## config.mk

```make
export PLATFORM = sky130hd
export DESIGN_NAME = cpu_alu_with_flags_top
export DESIGN_NICKNAME = d
export VERILOG_FILES = /design/src/rtl/cpualu_pkg.sv /design/src/rtl/cpualu_core.sv /design/src/rtl/cpu_alu_with_flags_top.sv
export SDC_FILE = /design/constraint.sdc
export NUM_CORES = 1
export LEC_CHECK = 0
export BUFFER_PORTS_ARGS = -buffer_cell sky130_fd_sc_hd__buf_2
export CAP_MARGIN = 20
export CORE_UTILIZATION = 40
export CTS_BUF_LIST = sky130_fd_sc_hd__clkbuf_16
export DETAILED_ROUTE_END_ITERATION = 10
export GPL_TIMING_DRIVEN = 0
export RECOVER_POWER = 25
export SETUP_SLACK_MARGIN = 0.5
export SYNTH_ARGS = -nofsm -noshare
export SYNTH_HDL_FRONTEND = slang
export SYNTH_SLANG_ARGS = --single-unit
```

## constraint.sdc

```tcl
create_clock -name clk -period 4.14 [get_ports clk]
set_input_delay 0.828 -clock clk [delete_from_list [all_inputs] [get_ports clk]]
set_output_delay 0.828 -clock clk [all_outputs]
set_load 0.01 [all_outputs]
```

## src/rtl/cpualu_pkg.sv

```systemverilog
// Shared types and constants for the 8-bit accumulator ALU.
package cpualu_pkg;

  typedef enum logic [2:0] {
    CMD_ADD = 3'd0,
    CMD_ADC = 3'd1,
    CMD_AND = 3'd2,
    CMD_CP  = 3'd3,
    CMD_DAA = 3'd4,
    CMD_CPL = 3'd5,
    CMD_CCF = 3'd6,
    CMD_INC = 3'd7
  } cmd_t;

  // flag nibble: bit3 Z, bit2 N, bit1 H, bit0 C
  typedef struct packed {
    logic z;
    logic n;
    logic h;
    logic c;
  } flags_t;

  // first field in the highest bits
  typedef struct packed {
    flags_t     flags_in;
    logic [7:0] operand;
    logic [7:0] accumulator;
    cmd_t       command;
  } in_item_t;

  typedef struct packed {
    flags_t     flags_out;
    logic [7:0] value_out;
  } res_item_t;

  localparam int unsigned InWidth  = $bits(in_item_t);
  localparam int unsigned ResWidth = $bits(res_item_t);
  localparam int unsigned InBytes  = (InWidth + 7) / 8;
  localparam int unsigned ResBytes = (ResWidth + 7) / 8;

  localparam logic [7:0] DaaLimit  = 8'h99;
  localparam logic [7:0] DaaHigh   = 8'h60;
  localparam logic [7:0] DaaLow    = 8'h06;
  localparam logic [3:0] NibbleMax = 4'h9;
  localparam logic [3:0] NibbleAll = 4'hF;

endpackage

```

## src/rtl/cpualu_core.sv

```systemverilog
// Combinational datapath: value and flags for one ALU word.
module cpualu_core import cpualu_pkg::*; (
  input  in_item_t  item,
  output res_item_t res
);

  logic [8:0] sum;
  logic [4:0] nib_sum;
  logic       cin;
  logic       c60;
  logic       c06;
  logic [7:0] corr;
  logic [7:0] inc_val;
  logic [7:0] value;
  flags_t     f;
  flags_t     nf;

  assign f   = item.flags_in;
  assign cin = (item.command == CMD_ADC) ? f.c : 1'b0;

  assign sum     = {1'b0, item.accumulator} + {1'b0, item.operand} + {8'd0, cin};
  assign nib_sum = {1'b0, item.accumulator[3:0]} + {1'b0, item.operand[3:0]} + {4'd0, cin};
  assign inc_val = item.operand + 8'd1;

  // decimal adjust: correction picked from the incoming H, C and N and the accumulator digits
  assign c60  = f.n ? f.c : (f.c || (item.accumulator > DaaLimit));
  assign c06  = f.n ? f.h : (f.h || (item.accumulator[3:0] > NibbleMax));
  assign corr = (c60 ? DaaHigh : 8'h00) | (c06 ? DaaLow : 8'h00);

  always_comb begin
    value = item.accumulator;
    nf    = f;
    case (item.command)
      CMD_ADD, CMD_ADC: begin
        value = sum[7:0];
        nf    = '{z: (sum[7:0] == 8'd0), n: 1'b0, h: nib_sum[4], c: sum[8]};
      end
      CMD_AND: begin
        value = item.accumulator & item.operand;
        nf    = '{z: (value == 8'd0), n: 1'b0, h: 1'b1, c: 1'b0};
      end
      CMD_CP: begin
        nf = '{z: (item.accumulator == item.operand), n: 1'b1,
               h: (item.accumulator[3:0] < item.operand[3:0]),
               c: (item.accumulator < item.operand)};
      end
      CMD_DAA: begin
        value = f.n ? (item.accumulator - corr) : (item.accumulator + corr);
        nf    = '{z: (value == 8'd0), n: f.n, h: 1'b0, c: f.c | (c60 & ~f.n)};
      end
      CMD_CPL: begin
        value = ~item.accumulator;
        nf    = '{z: f.z, n: 1'b1, h: 1'b1, c: f.c};
      end
      CMD_CCF: begin
        nf = '{z: f.z, n: 1'b0, h: 1'b0, c: ~f.c};
      end
      CMD_INC: begin
        value = inc_val;
        nf    = '{z: (inc_val == 8'd0), n: 1'b0,
                  h: (item.operand[3:0] == NibbleAll), c: f.c};
      end
      default: begin
        value = item.accumulator;
        nf    = f;
      end
    endcase
  end

  assign res = '{flags_out: nf, value_out: value};

endmodule

```

## src/rtl/cpu_alu_with_flags_top.sv

```systemverilog
// An accepted input word passes the input register, then the result register, to the master side.
// Throughput: one word per cycle while the master side takes results; input register, ALU logic, result register.
// s_tready drops only when both registers are full and the result is not taken.
// Reset (rst, synchronous, active high) empties both registers; nothing else is kept.
// Top level of the 8-bit accumulator ALU with flags.
module cpu_alu_with_flags_top import cpualu_pkg::*; (
  input  logic                  clk,
  input  logic                  rst,
  input  logic                  s_tvalid,
  output logic                  s_tready,
  // command[2:0], accumulator[10:3], operand[18:11], flags_in[22:19], zero pad
  input  logic [InBytes*8-1:0]  s_tdata,
  output logic                  m_tvalid,
  input  logic                  m_tready,
  // value_out[7:0], flags_out[11:8], zero pad
  output logic [ResBytes*8-1:0] m_tdata
);

  logic      in_valid;
  in_item_t  in_reg;
  res_item_t res_next;
  res_item_t res_reg;
  logic      out_adv;

  assign out_adv  = !m_tvalid || m_tready;
  assign s_tready = !in_valid || out_adv;

  always_ff @(posedge clk) begin
    if (rst) begin
      in_valid <= 1'b0;
    end else if (s_tready) begin
      in_valid <= s_tvalid;
    end
  end

  always_ff @(posedge clk) begin
    if (s_tready && s_tvalid) begin
      in_reg <= in_item_t'(s_tdata[InWidth-1:0]);
    end
  end

  cpualu_core u_core (
    .item (in_reg),
    .res  (res_next)
  );

  always_ff @(posedge clk) begin
    if (rst) begin
      m_tvalid <= 1'b0;
    end else if (out_adv) begin
      m_tvalid <= in_valid;
    end
  end

  always_ff @(posedge clk) begin
    if (out_adv && in_valid) begin
      res_reg <= res_next;
    end
  end

  assign m_tdata = {{(ResBytes*8-ResWidth){1'b0}}, res_reg};

endmodule

```

== Yosys cells after proc, flatten, opt, wreduce, memory -nomap -nowiden ==
Index checks and enable logic that the tools add are counted.

* Flip-flop bits (word level): 37
* Input port bits: 28
* Output and inout port bits: 18
* Word-level logic and storage cells: 63

* Add/sub/neg operators: 7
* $lt $le $gt $ge: 4
* Equality and inequality tests: 9
* Mux-type cells: 8
* Bitwise gates (word level): 7
* Reductions and logical operators: 14

{| class="wikitable"
|+ Operators with widths
! operator !! number
|-
| $pmux 8 s5 || 1
|-
| $logic_not 8->1 || 4
|-
| $pmux 4 s7 || 1
|-
| $eq 3x3->1 const B || 4
|-
| $add 8x8->9 || 1
|-
| $add 9x1->9 || 1
|-
| $add 8x1->8 const B || 1
|-
| $add 8x8->8 || 1
|-
| $and 8x8->8 || 1
|-
| $eq 8x8->1 || 1
|-
| $gt 8x8->1 const B || 1
|-
| $lt 8x8->1 || 1
|-
| $mux 8 || 1
|-
| $not 8->8 || 1
|-
| $or 8x8->8 || 1
|-
| $sub 8x8->8 || 1
|-
| $mux 7 || 1
|-
| $eq 3x2->1 const B || 2
|-
| $add 4x4->5 || 1
|-
| $add 5x1->5 || 1
|-
| $eq 4x4->1 const B || 1
|-
| $gt 4x4->1 const B || 1
|-
| $logic_or 1x1->1 || 4
|-
| $lt 4x4->1 || 1
|-
| other kinds (10) || 15
|}

== Logic depth before layout (Yosys ltp) ==
* Word-level depth: 9
* Gate-level depth with buffers: 14

== Cells and area by module ==
A second synthesis with hierarchy kept.

* Cell total of the unflattened synthesis: 330
* Area, all modules: 3034.2 sq um

{| class="wikitable"
|+ Modules (own cells, without submodules)
! module !! instances !! cells an instance !! area an instance (sq um) !! sequential area each (sq um)
|-
| cpualu_core || 1 || 280 || 1845.5 || 0.0
|-
| cpu_alu_with_flags_top || 1 || 50 || 1188.6 || 1091.0
|}

== Worst setup path after synthesis ==
Ideal clock, no wire load.

* Path kind: flip-flop to flip-flop
* From: reg in_reg[0] (netlist name)
* To: reg res_reg (netlist bit m_tdata[6]), data pin
* Arrival: 2.745 ns
* Setup slack: 1.131 ns
* Stages on the path, launching flop included: 15
* Buffers on the path: 4
* Clock period less this slack: 3.009 ns
* Cell sequence: edfxtp_1 > buf_2 > buf_2 > buf_2 > buf_2 > and3_1 > fa_1 > inv_1 > fa_1 > o21ba_1 > o31a_1 > o311ai_1 > nor2_1 > o2bb2ai_1 > o21ai_1

{| class="wikitable"
|+ RTL lines
! element !! line !! source
|-
| start: declaration || cpu_alu_with_flags_top.sv:20 || <nowiki>in_item_t in_reg;</nowiki>
|-
| start signal: assignment || cpu_alu_with_flags_top.sv:38 || <nowiki>in_reg <= in_item_t'(s_tdata[InWidth-1:0]);</nowiki>
|-
| end signal: assignment || cpu_alu_with_flags_top.sv:57 || <nowiki>res_reg <= res_next;</nowiki>
|-
| end: declaration || cpu_alu_with_flags_top.sv:22 || <nowiki>res_item_t res_reg;</nowiki>
|}

==> results.cfg <==
[floorplan]
initial_core_util_pct = 41.7
core_region_area_um2 = 7290
chipWidth_um = 89.2
chipHeight_um = 89.2
dieArea_um2 = 7950
placementRows = 31
floorplan.io_pins = 46

[cts]
cts_tree = yes
cts.reportedPaths.clkPinSlew_ns = 0.06
cts-root-buf = sky130_fd_sc_hd__clkbuf_16
cts-root-to-sink-buffers = 2
numCtsBuffers = 5
ctsHtreeMaxLevel = 2
clkLatencyLatePin_ns = 0.29
numClockSinks = 37

[synthesis]
postSynthAreaPerCell_um2 = 9.41
postSynthCellCount = 323
synth_common_cells = sky130_fd_sc_hd__edfxtp_1 (35), sky130_fd_sc_hd__ha_1 (27), sky130_fd_sc_hd__o21ai_0 (24)
synth_sequential_area_ratio_pct = 35.9
yosys.area_share.simple_pct = 17.1
synth_enable_flop_cells = 35
synth-compound-area-share_pct = 22.7
share_of_cell_area_taken_by_muxes_after_synthesis_pct = 1.69
post_synth_xor_area_fraction_pct = 4.28
ys_async_sr_fraction_pct = 0
dominantRegCellSynth = sky130_fd_sc_hd__edfxtp_1
synth_largest_type_area_fraction_pct = 34.6
synth_top_area_cells = sky130_fd_sc_hd__edfxtp_1 (35%), sky130_fd_sc_hd__ha_1 (11%), sky130_fd_sc_hd__o21ai_0 (4.0%)
mapped_cell_area_um2 = 3040
main_combinational_cell_family_by_area_after_synthesis = compound AO/OA/AOI/OAI gates
yosysTopAreaCell = sky130_fd_sc_hd__edfxtp_1
yosysMostFrequentCell = sky130_fd_sc_hd__edfxtp_1
yosys_warnings = 0
synthDistinctLibCells = 64
synth.ff_latch_count = 37
adder_cell_fraction_of_synth_area_pct = 12.4

[timing]
min_tclk_post_route_ns = 3.46
worst_slew_margin_rel_pct = 33.1
rsz0062_at_grt = no
setup_viol_count_final = 0
period_share_pct = 83.5
hold_viol_final = 0
worst-slew-pin-transition_ns = 1.00
finalMaxSlewViolations = 0
clock-skew-final_ns = 0.00745
timing.fmax_mhz = 289
total_negative_slack_ns = 0

[status]
run_status = finished clean

[setup_path]
worst-r2r-setup-slack_ns = 0.68
crit_path_end_kind = flop
slowest_delay_ns = 0.40
critical_path_class = reg2reg
crit-reg2reg-capture = m_tdata[11]
cp_data_required_time_ns = 4.29
timing.critical_path.from = in_reg[0]
critPathLaunchType = flop
cp.arrival_ns = 3.61
crit_path_max_fanout = 10
reg2regPathDepth = 14
critical_path.slowest_cell = sky130_fd_sc_hd__fa_1
worstPathCellList = buf_2 -> clkbuf_4 -> buf_2 -> clkbuf_4 -> and3_1 -> fa_1 -> inv_1 -> fa_1 -> o21ba_1 -> o21ba_1 -> xor2_1 -> nor4_1 -> nand4_1 -> nand3_1
crit_path_end = m_tdata[11]
worst_r2r_startpoint = in_reg[0]

[layout]
drive_gt1_share_pct = 19.0
seq_area_um2 = 1090
largest_register_ffs = 23
antenna_cells_inserted = 0
p_r_area_growth_vs_syn_pct = 17.2
fillerInstances = 746
nets = 430
instances_no_fill = 473
multi_input_combinational_cell_area_um2 = 1800

[hold_path]
worstHoldPathType = reg2reg

[flow_run]
maxcap_violations = 0

[global_routing]
first_global_vias = 2440
grt_util_all_layers_pct = 21.6
grt_pass1_wl_um = 12600
antenna_found_initial = 0
overflow = 0
grt_max_degree = 24

[drt]
drc_errors = 0
drt_wl_total_um = 8130
routed_length_per_placed_instance_um = 17.2
detailroute.via_count = 2695
initialDrtViolationCount = 259
drtAntennaViolNets = 0
vias_per_cell = 5.70
detailedRoute.firstPassIterationCount = 5

[pwr]
power.density_cell_area_nw_per_um2 = 340
maximum_vdd_ir_drop_uv = 185
total_leakage_power_nw = 1.47

[place]
dp_cells = 465
final_weighted_congestion_in_routability_driven_placement = 0.898
port-buffer-count = 40
detailedPlacementHpwl_um = 6060
[area by class of cell]
type	instances	share of cell area, %
clock inverter	3	1.16
timing repair buffer	40	5.62
inverter	22	2.32
tap	99	3.47
sequential	37	30.6
multi-input combinational	250	50.5
buffer	17	2.77
clock buffer	5	3.51
[timing repair]
action,in CTS,in global routing
setup endpoints to repair,0,2
hold buffers,0,0
gates resized for setup,0,5
setup buffers,0,0
[logic make-up after synthesis]
logic type / count (synthesis)
AO/OA/AOI/OAI: 101
XOR/XNOR: 14
adder cells (fa/ha/maj): 29
buffers and inverters: 39
flip-flops: 37
multiplexers: 5
other: 1
AND/OR/NAND/NOR: 97
[worst max-delay path, delay by kind of cell, from the launching register on]
| family | cells | cell delay [ns] |
|---|---|---|
| compound gates | 2 | 0.44 |
| xor+xnor | 1 | 0.17 |
| fa+ha+maj | 2 | 0.59 |
| buf+inv | 5 | 0.95 |
| flops | 1 | 0.31 |
| simple gates | 4 | 0.84 |
[layout by cell type, fill, tap and decap left out, types with 4 or more instances in the layout]
master,instances
sky130_fd_sc_hd__a21oi_1,19
sky130_fd_sc_hd__and3_1,4
sky130_fd_sc_hd__nor2_1,22
sky130_fd_sc_hd__nor4_1,6
sky130_fd_sc_hd__nor3_1,6
sky130_fd_sc_hd__nand2_1,14
sky130_fd_sc_hd__buf_4,5
sky130_fd_sc_hd__inv_1,21
sky130_fd_sc_hd__o21a_1,6
sky130_fd_sc_hd__ha_1,27
sky130_fd_sc_hd__conb_1,4
sky130_fd_sc_hd__xor2_1,6
sky130_fd_sc_hd__o21ai_1,4
sky130_fd_sc_hd__nand3_1,15
sky130_fd_sc_hd__nand4_1,6
sky130_fd_sc_hd__o21ai_0,24
sky130_fd_sc_hd__edfxtp_1,35
sky130_fd_sc_hd__mux2i_1,4
sky130_fd_sc_hd__a22oi_1,4
sky130_fd_sc_hd__clkbuf_16,5
sky130_fd_sc_hd__o31a_1,4
sky130_fd_sc_hd__o22ai_1,5
sky130_fd_sc_hd__buf_2,47
sky130_fd_sc_hd__nor2b_1,7
sky130_fd_sc_hd__xnor2_1,7
[metal layers]
layer / up-vias / routed length, µm / GRT usage [%]
li1: 1308 / - / -
met1: 1244 / 3710 / 29.6
met2: 123 / 3620 / 34.2
met3: 20 / 552 / 3.69
met4: 0 / 256 / 8.23
met5: - / 0 / 0
[per-stage QoR]
| step | hold WS (ns) | util, % | total power, mW | worst slack, ns | area, µm² |
|---|---|---|---|---|---|
| floorplan | 0.478 | - | 0.683 | 1.13 | 3050 |
| global placement | 0.498 | 46.3 | 0.765 | 0.555 | 3380 |
| detailed placement | 0.507 | 46.3 | 0.768 | 0.568 | 3380 |
| CTS | 0.510 | 48.6 | 1.20 | 0.558 | 3540 |
| global route | 0.521 | 48.9 | 1.26 | 0.478 | 3560 |
| finish | 0.501 | 48.9 | 1.21 | 0.681 | 3560 |
[worst min path at each step]
stage / start / end / depth (start not counted)
2_1_floorplan: in_valid / m_tvalid / 2
3_3_place_gp: in_valid / m_tvalid / 2
3_5_place_dp: in_valid / m_tvalid / 2
4_1_cts: in_valid / m_tvalid / 2
5_1_grt: in_valid / m_tvalid / 2
6_report: in_valid / m_tvalid / 2
[report_power, final]
group | internal, mW | leakage (nW) | switching (mW)
Clock | 0.282 | 0.0775 | 0.155
Sequential | 0.440 | 0.354 | 0.0266
Combinational | 0.131 | 1.04 | 0.177
Power figures use the tool's default switching activity.
